===== config.mk =====
export PLATFORM = sky130hd
export DESIGN_NAME = bounded_list_head_tail_indexed_delete
export DESIGN_NICKNAME = d
export VERILOG_FILES = /design/src/rtl/core/blhd_pkg.sv /design/src/rtl/core/blhd_ram.sv /design/src/rtl/core/blhd_front.sv /design/src/rtl/core/blhd_back.sv /design/src/rtl/core/bounded_list_head_tail_indexed_delete.sv
export SDC_FILE = /design/constraint.sdc
export NUM_CORES = 1
export LEC_CHECK = 0
export BUFFER_PORTS_ARGS = -buffer_cell sky130_fd_sc_hd__buf_4
export CAP_MARGIN = 20
export CORE_ASPECT_RATIO = 1.5
export CORE_MARGIN = 4
export CORE_UTILIZATION = 30
export CTS_CLUSTER_SIZE = 20
export DETAILED_ROUTE_END_ITERATION = 7
export HOLD_SLACK_MARGIN = 0.15
export PLACE_DENSITY_LB_ADDON = 0.05
export SLEW_MARGIN = 20
export SYNTH_ARGS = -nofsm -noshare
export SYNTH_HDL_FRONTEND = slang
export SYNTH_SLANG_ARGS = --single-unit

===== constraint.sdc =====
create_clock -name clk -period 5.2 [get_ports clk]
set_input_delay 1.04 -clock clk [delete_from_list [all_inputs] [get_ports clk]]
set_output_delay 1.04 -clock clk [all_outputs]
set_load 0.005 [all_outputs]

===== src/rtl/core/blhd_pkg.sv =====
// ----------------------------------------------------------------------------
// blhd_pkg
// Shared types and constants for the bounded double-ended list with
// indexed delete: beat formats, operation codes and the decoded command.
// ----------------------------------------------------------------------------
package blhd_pkg;

  // Default list capacity
  localparam int CAPACITY_DEF = 32;

  // Element width
  localparam int DATA_W = 32;

  // Position field width
  localparam int POS_W = 16;

  // Command queue between front and back
  localparam int QUEUE_DEPTH = 2;
  localparam int QPTR_W      = 1;
  localparam int QCNT_W      = 2;

  // Operation codes on the request channel
  localparam logic [1:0] OP_INS_FRONT = 2'd0;
  localparam logic [1:0] OP_INS_BACK  = 2'd1;
  localparam logic [1:0] OP_DELETE    = 2'd2;

  // Request beat
  typedef struct packed {
    logic [1:0]              operation;
    logic signed [DATA_W-1:0] value;
    logic [POS_W-1:0]        position;
  } in_t;

  // Response beat
  typedef struct packed {
    logic signed [DATA_W-1:0] element;
    logic                    last;
    logic                    empty_list;
    logic                    refused;
  } out_t;

  // Decoded command kinds
  typedef enum logic [1:0] {
    KIND_INS_FRONT,
    KIND_INS_BACK,
    KIND_DELETE
  } kind_t;

  // Command passed from front to back
  typedef struct packed {
    kind_t                   kind;
    logic signed [DATA_W-1:0] value;
    logic [POS_W-1:0]        position;
  } cmd_t;

  // Head of the command queue as seen by the back
  typedef struct packed {
    logic valid;
    cmd_t cmd;
  } q_head_t;

endpackage


===== src/rtl/core/blhd_ram.sv =====
// ----------------------------------------------------------------------------
// blhd_ram
// Generic single-write, single-read RAM with registered read data.
// ----------------------------------------------------------------------------
module blhd_ram #(
  parameter int WIDTH = 32,
  parameter int DEPTH = 32,
  parameter int AW    = (DEPTH > 1) ? $clog2(DEPTH) : 1
) (
  input  logic             clk,
  input  logic             wr_en,
  input  logic [AW-1:0]    wr_addr,
  input  logic [WIDTH-1:0] wr_data,
  input  logic [AW-1:0]    rd_addr,
  output logic [WIDTH-1:0] rd_data
);

  logic [WIDTH-1:0] mem [DEPTH];

  // Write port
  always_ff @(posedge clk) begin
    if (wr_en) begin
      mem[wr_addr] <= wr_data;
    end
  end

  // Registered read port
  always_ff @(posedge clk) begin
    rd_data <= mem[rd_addr];
  end

endmodule


===== src/rtl/core/blhd_front.sv =====
// ----------------------------------------------------------------------------
// blhd_front
// Request front end: accepts request beats, decodes the operation code and
// holds decoded commands in a short queue for the back end.
// ----------------------------------------------------------------------------
module blhd_front (
  input  logic             clk,
  input  logic             rst,
  input  logic             req_valid,
  output logic             req_stall,
  input  blhd_pkg::in_t    req,
  output blhd_pkg::q_head_t head,
  input  logic             pop
);

  import blhd_pkg::*;

  cmd_t              slots [QUEUE_DEPTH];
  logic [QPTR_W-1:0] wr_ptr;
  logic [QPTR_W-1:0] rd_ptr;
  logic [QCNT_W-1:0] fill;

  logic accept;
  logic push;
  logic do_pop;
  cmd_t dec;

  // Stall only when the queue is full
  assign req_stall = (fill == QCNT_W'(QUEUE_DEPTH));
  assign accept    = req_valid && !req_stall;

  // Decode; the unused code is accepted and dropped
  always_comb begin
    dec.value    = req.value;
    dec.position = req.position;
    dec.kind     = KIND_INS_FRONT;
    push         = 1'b0;
    case (req.operation)
      OP_INS_FRONT: begin
        dec.kind = KIND_INS_FRONT;
        push     = accept;
      end
      OP_INS_BACK: begin
        dec.kind = KIND_INS_BACK;
        push     = accept;
      end
      OP_DELETE: begin
        dec.kind = KIND_DELETE;
        push     = accept;
      end
      default: begin
        push = 1'b0;
      end
    endcase
  end

  assign do_pop     = pop && (fill != '0);
  assign head.valid = (fill != '0);
  assign head.cmd   = slots[rd_ptr];

  // Queue storage
  always_ff @(posedge clk) begin
    if (push) begin
      slots[wr_ptr] <= dec;
    end
  end

  // Queue pointers and fill level
  always_ff @(posedge clk) begin
    if (rst) begin
      wr_ptr <= '0;
      rd_ptr <= '0;
      fill   <= '0;
    end else begin
      if (push) begin
        wr_ptr <= wr_ptr + QPTR_W'(1);
      end
      if (do_pop) begin
        rd_ptr <= rd_ptr + QPTR_W'(1);
      end
      case ({push, do_pop})
        2'b10:   fill <= fill + QCNT_W'(1);
        2'b01:   fill <= fill - QCNT_W'(1);
        default: fill <= fill;
      endcase
    end
  end

endmodule


===== src/rtl/core/blhd_back.sv =====
// ----------------------------------------------------------------------------
// blhd_back
// Back end: applies commands to the ring store, closes up the list after an
// interior delete one entry per cycle, then streams the list out front to back.
// ----------------------------------------------------------------------------
module blhd_back #(
  parameter int CAPACITY = blhd_pkg::CAPACITY_DEF,
  parameter int PTR_W    = (CAPACITY > 1) ? $clog2(CAPACITY) : 1,
  parameter int CNT_W    = $clog2(CAPACITY + 1)
) (
  input  logic              clk,
  input  logic              rst,
  input  blhd_pkg::q_head_t head,
  output logic              pop,
  output logic              rsp_valid,
  input  logic              rsp_stall,
  output blhd_pkg::out_t    rsp,
  output logic [CNT_W-1:0]  count
);

  import blhd_pkg::*;

  localparam int OFF_W = $clog2(CAPACITY + 2);
  localparam int SUM_W = OFF_W + 1;

  typedef enum logic [4:0] {
    S_IDLE   = 5'b00001,
    S_SHIFT  = 5'b00010,
    S_PRIME  = 5'b00100,
    S_DUMP   = 5'b01000,
    S_SINGLE = 5'b10000
  } state_t;

  // Ring address of list offset o
  function automatic logic [PTR_W-1:0] slot(input logic [PTR_W-1:0] fp,
                                            input logic [OFF_W-1:0] o);
    logic [SUM_W-1:0] s;
    s = SUM_W'(fp) + SUM_W'(o);
    if (s >= SUM_W'(2 * CAPACITY)) begin
      s = s - SUM_W'(2 * CAPACITY);
    end else if (s >= SUM_W'(CAPACITY)) begin
      s = s - SUM_W'(CAPACITY);
    end
    return s[PTR_W-1:0];
  endfunction

  state_t            state, state_next;
  logic [PTR_W-1:0]  front, front_next;
  logic [CNT_W-1:0]  count_next;
  logic [OFF_W-1:0]  off, off_next;
  logic              sgl_refused, sgl_refused_next;
  logic              rsp_valid_next;
  out_t              rsp_next;

  logic              wr_en;
  logic [PTR_W-1:0]  wr_addr;
  logic [DATA_W-1:0] wr_data;
  logic [OFF_W-1:0]  rd_off;
  logic [DATA_W-1:0] rd_data;
  logic              out_free;
  logic              load;
  logic              dump_last;
  logic              shift_done;
  logic              in_range;
  logic              tail_delete;

  blhd_ram #(
    .WIDTH (DATA_W),
    .DEPTH (CAPACITY),
    .AW    (PTR_W)
  ) u_store (
    .clk     (clk),
    .wr_en   (wr_en),
    .wr_addr (wr_addr),
    .wr_data (wr_data),
    .rd_addr (slot(front, rd_off)),
    .rd_data (rd_data)
  );

  assign out_free    = !rsp_valid || !rsp_stall;
  assign dump_last   = (CNT_W'(off) + CNT_W'(1)) == count;
  assign shift_done  = ((SUM_W'(off) + SUM_W'(2)) >= SUM_W'(count));
  assign in_range    = head.cmd.position < POS_W'(count);
  assign tail_delete = ((POS_W + 1)'(head.cmd.position) + (POS_W + 1)'(1))
                       == (POS_W + 1)'(count);

  // Sequencer
  always_comb begin
    state_next       = state;
    front_next       = front;
    count_next       = count;
    off_next         = off;
    sgl_refused_next = sgl_refused;
    pop              = 1'b0;
    wr_en            = 1'b0;
    wr_addr          = front;
    wr_data          = head.cmd.value;
    rd_off           = off;
    load             = 1'b0;
    rsp_next         = rsp;
    case (state)
      S_IDLE: begin
        rd_off = OFF_W'(head.cmd.position) + OFF_W'(1);
        if (head.valid) begin
          pop = 1'b1;
          case (head.cmd.kind)
            KIND_INS_FRONT, KIND_INS_BACK: begin
              if (count == CNT_W'(CAPACITY)) begin
                sgl_refused_next = 1'b1;
                state_next       = S_SINGLE;
              end else begin
                wr_en = 1'b1;
                if (head.cmd.kind == KIND_INS_FRONT) begin
                  front_next = (front == '0) ? PTR_W'(CAPACITY - 1)
                                             : front - PTR_W'(1);
                  wr_addr    = front_next;
                end else begin
                  wr_addr = slot(front, OFF_W'(count));
                end
                count_next = count + CNT_W'(1);
                state_next = S_PRIME;
              end
            end
            KIND_DELETE: begin
              if (in_range) begin
                if (head.cmd.position == '0) begin
                  front_next = (count == CNT_W'(1)) ? '0
                                                    : slot(front, OFF_W'(1));
                  count_next = count - CNT_W'(1);
                  state_next = S_PRIME;
                end else if (tail_delete) begin
                  count_next = count - CNT_W'(1);
                  state_next = S_PRIME;
                end else begin
                  off_next   = OFF_W'(head.cmd.position);
                  state_next = S_SHIFT;
                end
              end
            end
            default: begin
              state_next = S_IDLE;
            end
          endcase
        end
      end
      S_SHIFT: begin
        // rd_data holds offset off+1; move it down one place
        wr_en   = 1'b1;
        wr_addr = slot(front, off);
        wr_data = rd_data;
        rd_off  = off + OFF_W'(2);
        if (shift_done) begin
          count_next = count - CNT_W'(1);
          state_next = S_PRIME;
        end else begin
          off_next = off + OFF_W'(1);
        end
      end
      S_PRIME: begin
        // Fetch the front element ahead of the dump
        rd_off   = '0;
        off_next = '0;
        if (count == '0) begin
          sgl_refused_next = 1'b0;
          state_next       = S_SINGLE;
        end else begin
          state_next = S_DUMP;
        end
      end
      S_DUMP: begin
        if (out_free) begin
          load                = 1'b1;
          rsp_next.element    = rd_data;
          rsp_next.last       = dump_last;
          rsp_next.empty_list = 1'b0;
          rsp_next.refused    = 1'b0;
          off_next            = off + OFF_W'(1);
          rd_off              = off + OFF_W'(1);
          if (dump_last) begin
            state_next = S_IDLE;
          end
        end
      end
      S_SINGLE: begin
        if (out_free) begin
          load                = 1'b1;
          rsp_next.element    = '0;
          rsp_next.last       = 1'b1;
          rsp_next.empty_list = !sgl_refused;
          rsp_next.refused    = sgl_refused;
          state_next          = S_IDLE;
        end
      end
      default: begin
        state_next = S_IDLE;
      end
    endcase
  end

  // Output register holds its beat while stalled
  assign rsp_valid_next = load ? 1'b1 : (rsp_valid && rsp_stall);

  always_ff @(posedge clk) begin
    if (rst) begin
      state       <= S_IDLE;
      front       <= '0;
      count       <= '0;
      sgl_refused <= 1'b0;
      rsp_valid   <= 1'b0;
    end else begin
      state       <= state_next;
      front       <= front_next;
      count       <= count_next;
      sgl_refused <= sgl_refused_next;
      rsp_valid   <= rsp_valid_next;
    end
  end

  // Datapath registers
  always_ff @(posedge clk) begin
    off <= off_next;
    rsp <= rsp_next;
  end

endmodule


===== src/rtl/core/bounded_list_head_tail_indexed_delete.sv =====
// ----------------------------------------------------------------------------
// bounded_list_head_tail_indexed_delete
// Ordered list of up to CAPACITY signed values with front/back insert and
// delete by position; every successful operation streams out the list.
// ----------------------------------------------------------------------------
// Usage:
//   Request channel (req_valid/req_stall/req): one beat per operation.
//   operation 0 inserts value at the front, 1 at the back, 2 deletes the
//   element at position; code 3 is taken and dropped.
//   Response channel (rsp_valid/rsp_stall/rsp): after a successful
//   operation the whole list comes out front to back, one beat per element,
//   last set on the final beat. An empty list gives one beat with
//   empty_list set; an insert into a full list gives one beat with refused
//   set; a delete out of range gives nothing.
//   Timing: a two-entry command queue decouples the request side from the
//   back end. An insert takes its command from the queue and writes the
//   store in the same cycle, primes the store read, then sends one beat a
//   cycle while the receiver does not stall; a delete inside the list first
//   moves each later element down one place, one element per cycle.
//   A stalled response holds its beat and keeps the back end from sending
//   more; requests keep being taken until the queue fills. Reset empties
//   the list and the queue; the store contents need no clearing.
// ----------------------------------------------------------------------------
module bounded_list_head_tail_indexed_delete #(
  parameter int CAPACITY = blhd_pkg::CAPACITY_DEF
) (
  input  logic           clk,
  input  logic           rst,
  input  logic           req_valid,
  output logic           req_stall,
  input  blhd_pkg::in_t  req,
  output logic           rsp_valid,
  input  logic           rsp_stall,
  output blhd_pkg::out_t rsp
);

  import blhd_pkg::*;

  localparam int CNT_W = $clog2(CAPACITY + 1);

  q_head_t          head;
  logic             pop;
  logic [CNT_W-1:0] count;

  blhd_front u_front (
    .clk       (clk),
    .rst       (rst),
    .req_valid (req_valid),
    .req_stall (req_stall),
    .req       (req),
    .head      (head),
    .pop       (pop)
  );

  blhd_back #(
    .CAPACITY (CAPACITY),
    .CNT_W    (CNT_W)
  ) u_back (
    .clk       (clk),
    .rst       (rst),
    .head      (head),
    .pop       (pop),
    .rsp_valid (rsp_valid),
    .rsp_stall (rsp_stall),
    .rsp       (rsp),
    .count     (count)
  );

  // List never grows past capacity
  a_count_bound: assert property (@(posedge clk) disable iff (rst)
    count <= CNT_W'(CAPACITY))
    else $error("list count above capacity");

  // Empty and refused beats stand alone and close their dump
  a_flag_last: assert property (@(posedge clk) disable iff (rst)
    rsp_valid && (rsp.refused || rsp.empty_list) |-> rsp.last)
    else $error("flagged beat without last");

  // Never both empty and refused
  a_flag_excl: assert property (@(posedge clk) disable iff (rst)
    rsp_valid |-> !(rsp.refused && rsp.empty_list))
    else $error("empty and refused together");

endmodule


==> out/metrics.csv <==
metric;value;unit
status;finished, final reports clean;
die_h;503;um
synth_ff_type;edfxtp_1;
synth-seq-area-share;73.7;%
vdd_ir_drop_max;0.542;mV
post_cts_buffers;0;
clock_path_buffers;3;
critPathKind;flop to flop;
viasPerCell;4.98;
cts_resized;0;
root_buffer;clkbuf_16;
crit_end;u_back.u_store.rd_data[31]$_DFF_P_;
synth_adder_area_share;0.991;%
finalSetupTns;0;ns
skew;0.0266;ns
rows;181;
ys_top_cells_by_area;edfxtp_1 (71%), mux4_2 (12%), mux2i_1 (4.8%);
antenna_found_initial;4;
r2r_start;u_back.state[3]$_SDFFE_PP0P_;
drtIter0Drc;1708;
nNetsFinal;2804;
ys.warnings.count;0;
reg2reg_to;u_back.u_store.rd_data[31]$_DFF_P_;
clock_sinks;1220;
finalSetupViolCount;0;
grt_max_degree;50;
grt-ovfl-total;0;
avgSynthCellArea;20.0;sq um
io_pins;91;
muxShareOfSynthArea;17.6;%
synth-simple-area-share;3.11;%
syn_nets;2542;
cp-end-kind;flop;
dieWidth;338;um
worstPathArrival;5.18;ns
design_area;0.0583;sq mm
via_count;24600;
fillCellCount;15000;
drc;0;
grt_use_total;17.6;%
synth_top_area_share;71.4;%
worstPathRequired;5.84;ns
fin_crit_sh;87.3;%
post_drt_wl_per_cell;30.0;um
synth_top_area_cell;edfxtp_1;
core;0.162;sq mm
ys_ff_latch;1220;
async_flop_share;0;%
wl;148000;um
synthesis.area;0.0490;sq mm
slew_headroom;27.6;%
cts.clk_slew.worst_paths;0.06;ns
fin_crit;4.54;ns
place_inst;4680;
drive_gt1_share;29.3;%
worst_pin_slew;1.09;ns
multi_input_area;0.0128;sq mm
dp_hpwl;89000;um
r2r_slack;0.66;ns
r2r_cells;16;
grt_pass1_wl;208000;um
fmax;0.220;GHz
initial_core_util;30.2;%
power_density;693;mW/mm^2
place_area;0.0538;sq mm
hp-class;primary input to flop;
syn_inst;2451;
htreeDepth;4;
synth_edf_count;1165;
post-place-ws;0.421;ns
gp_congestion;0.800;
cts-buffers-inserted;135;
cts_tree;yes;
syn2layout_area_growth;19.1;%
hold_viol_final;0;
layoutNonFillerInstCount;4931;
leakagePower;19.2;nW
synthXorXnorAreaFrac;0.792;%
drt_first_pass_iters;5;
rsz0062_at_grt;no;
crit_path_start;u_back.state[3]$_SDFFE_PP0P_;
synth_top_family_by_area;multiplexers;
io_buffers;90;
synth_compound_area_share;2.59;%
finalMaxSlewViolations;0;
critPathLaunchType;flop;
die-area;0.170;sq mm
max_cap_violations;0;
layout_setup_ws;0.660;ns
grt_pass1_vias;26600;
ff_latch_area;0.0361;sq mm
synth_cell_type_count;86;
clk_latency;0.77;ns
crit_fanout;36;
antenna_left;0;
cts_hold_buf;0;
## area by class of cell
| class | count | share of cell area, % |
|---|---|---|
| well taps | 2104 | 4.51 |
| clock inverters | 67 | 1.19 |
| flip-flops and latches | 1220 | 61.9 |
| repair buffers | 247 | 3.99 |
| inverters | 27 | 0.174 |
| diodes | 2 | 0.00858 |
| multi-input cells | 1082 | 21.9 |
| clock buffers | 182 | 6.35 |
## sequential cells by signal (all words and copies together) (netlist names), 2 cells and up, named ones only
register                count
u_back.count                6
u_back.front                5
u_back.off                  6
u_back.rsp                 35
u_back.state                5
u_back.u_store.mem       1024
u_back.u_store.rd_data     32
u_front.fill                2
u_front.slots             100
## cell usage in the layout (no fill, tap or decap), types with 36 or more instances in the layout
cell and n:
buf_12 38, clkbuf_16 137, nand2_1 74, dfxtp_1 54, mux2_2 41, buf_4 209
edfxtp_1 1165, mux4_2 256, mux2i_1 237, and2_1 36, nor2_1 36
## cell families after synthesis
kind of cell               Yosys count
AOI/OAI and AO/OA                  184
xor gates and xnor gates            39
adders and majority gates           37
buffers and inverters              149
DFF                               1220
muxes                              535
and+or+nand+nor                    287
## per-stage QoR
stage / total power, mW / hold WS (ns) / utilization (%)
6_report: 40.5 / 0.457 / 36.0
5_1_grt: 42.7 / 0.402 / 36.0
4_1_cts: 41.4 / 0.371 / 35.9
3_5_place_dp: 31.7 / 0.502 / 33.2
3_3_place_gp: 31.6 / 0.483 / 33.2
2_1_floorplan: 25.1 / 0.450 / -
## worst min-delay path by stage
| stage | from | end | slack, ns | depth (start not counted) |
|---|---|---|---|---|
| floorplan | u_back.sgl_refused$_SDFFE_PP0P_ | u_back.sgl_refused$_SDFFE_PP0P_ | 0.45 | 2 |
| global placement | u_front.fill[1]$_SDFFE_PP0P_ | u_front.fill[1]$_SDFFE_PP0P_ | 0.48 | 2 |
| detailed placement | u_front.rd_ptr$_SDFFE_PP0P_ | flop | 0.50 | 2 |
| CTS | req[38] | u_front.slots[1][38]$_DFFE_PP_ | 0.37 | 1 |
| global route | req[37] | u_front.slots[1][37]$_DFFE_PP_ | 0.40 | 1 |
| finish | req[38] | u_front.slots[1][38]$_DFFE_PP_ | 0.46 | 1 |
## cell usage after synthesis (6+ instances only)
cell / instances
a31oi_1: 7
mux2i_1: 237
a21o_1: 12
mux2_2: 41
nor2b_1: 13
inv_1: 27
nand2_1: 74
nor2_1: 70
xnor2_1: 21
xor2_1: 15
edfxtp_1: 1165
a21oi_1: 36
ha_1: 34
a22oi_1: 6
buf_1: 21
clkbuf_1: 86
and2_1: 36
nor3_1: 17
o21ai_0: 60
buf_4: 8
nand4_1: 6
mux4_2: 256
nand3b_1: 7
nand3_1: 18
dfxtp_1: 55
## routing by layer
layer	track usage (%)	routed length, um
met3	2.50	5150
met5	0	0
met1	21.5	60600
met2	32.1	79000
met4	4.95	3330
## critical path: stages (launching register included)
cell	delay (ns)
dfxtp_1	0.50
xor2_1	0.13
o21ai_0	0.18
nor3_1	0.08
buf_4	0.16
nor2_1	0.35
o22ai_1	0.15
o21ai_0	0.18
ha_4	0.19
inv_1	0.06
fa_4	0.87
buf_12	0.27
buf_12	0.26
mux4_2	0.33
mux2i_1	0.20
mux2i_1	0.17
mux2_2	0.29
## report_power, final
part / total, mW / internal [mW] / switching, mW / leakage (nW)
logic: 18.3 / 8.63 / 9.67 / 6.06
clock network: 9.50 / 5.50 / 4.00 / 2.14
registers: 12.6 / 12.2 / 0.451 / 11.0
(Power assumes the default switching activity.)
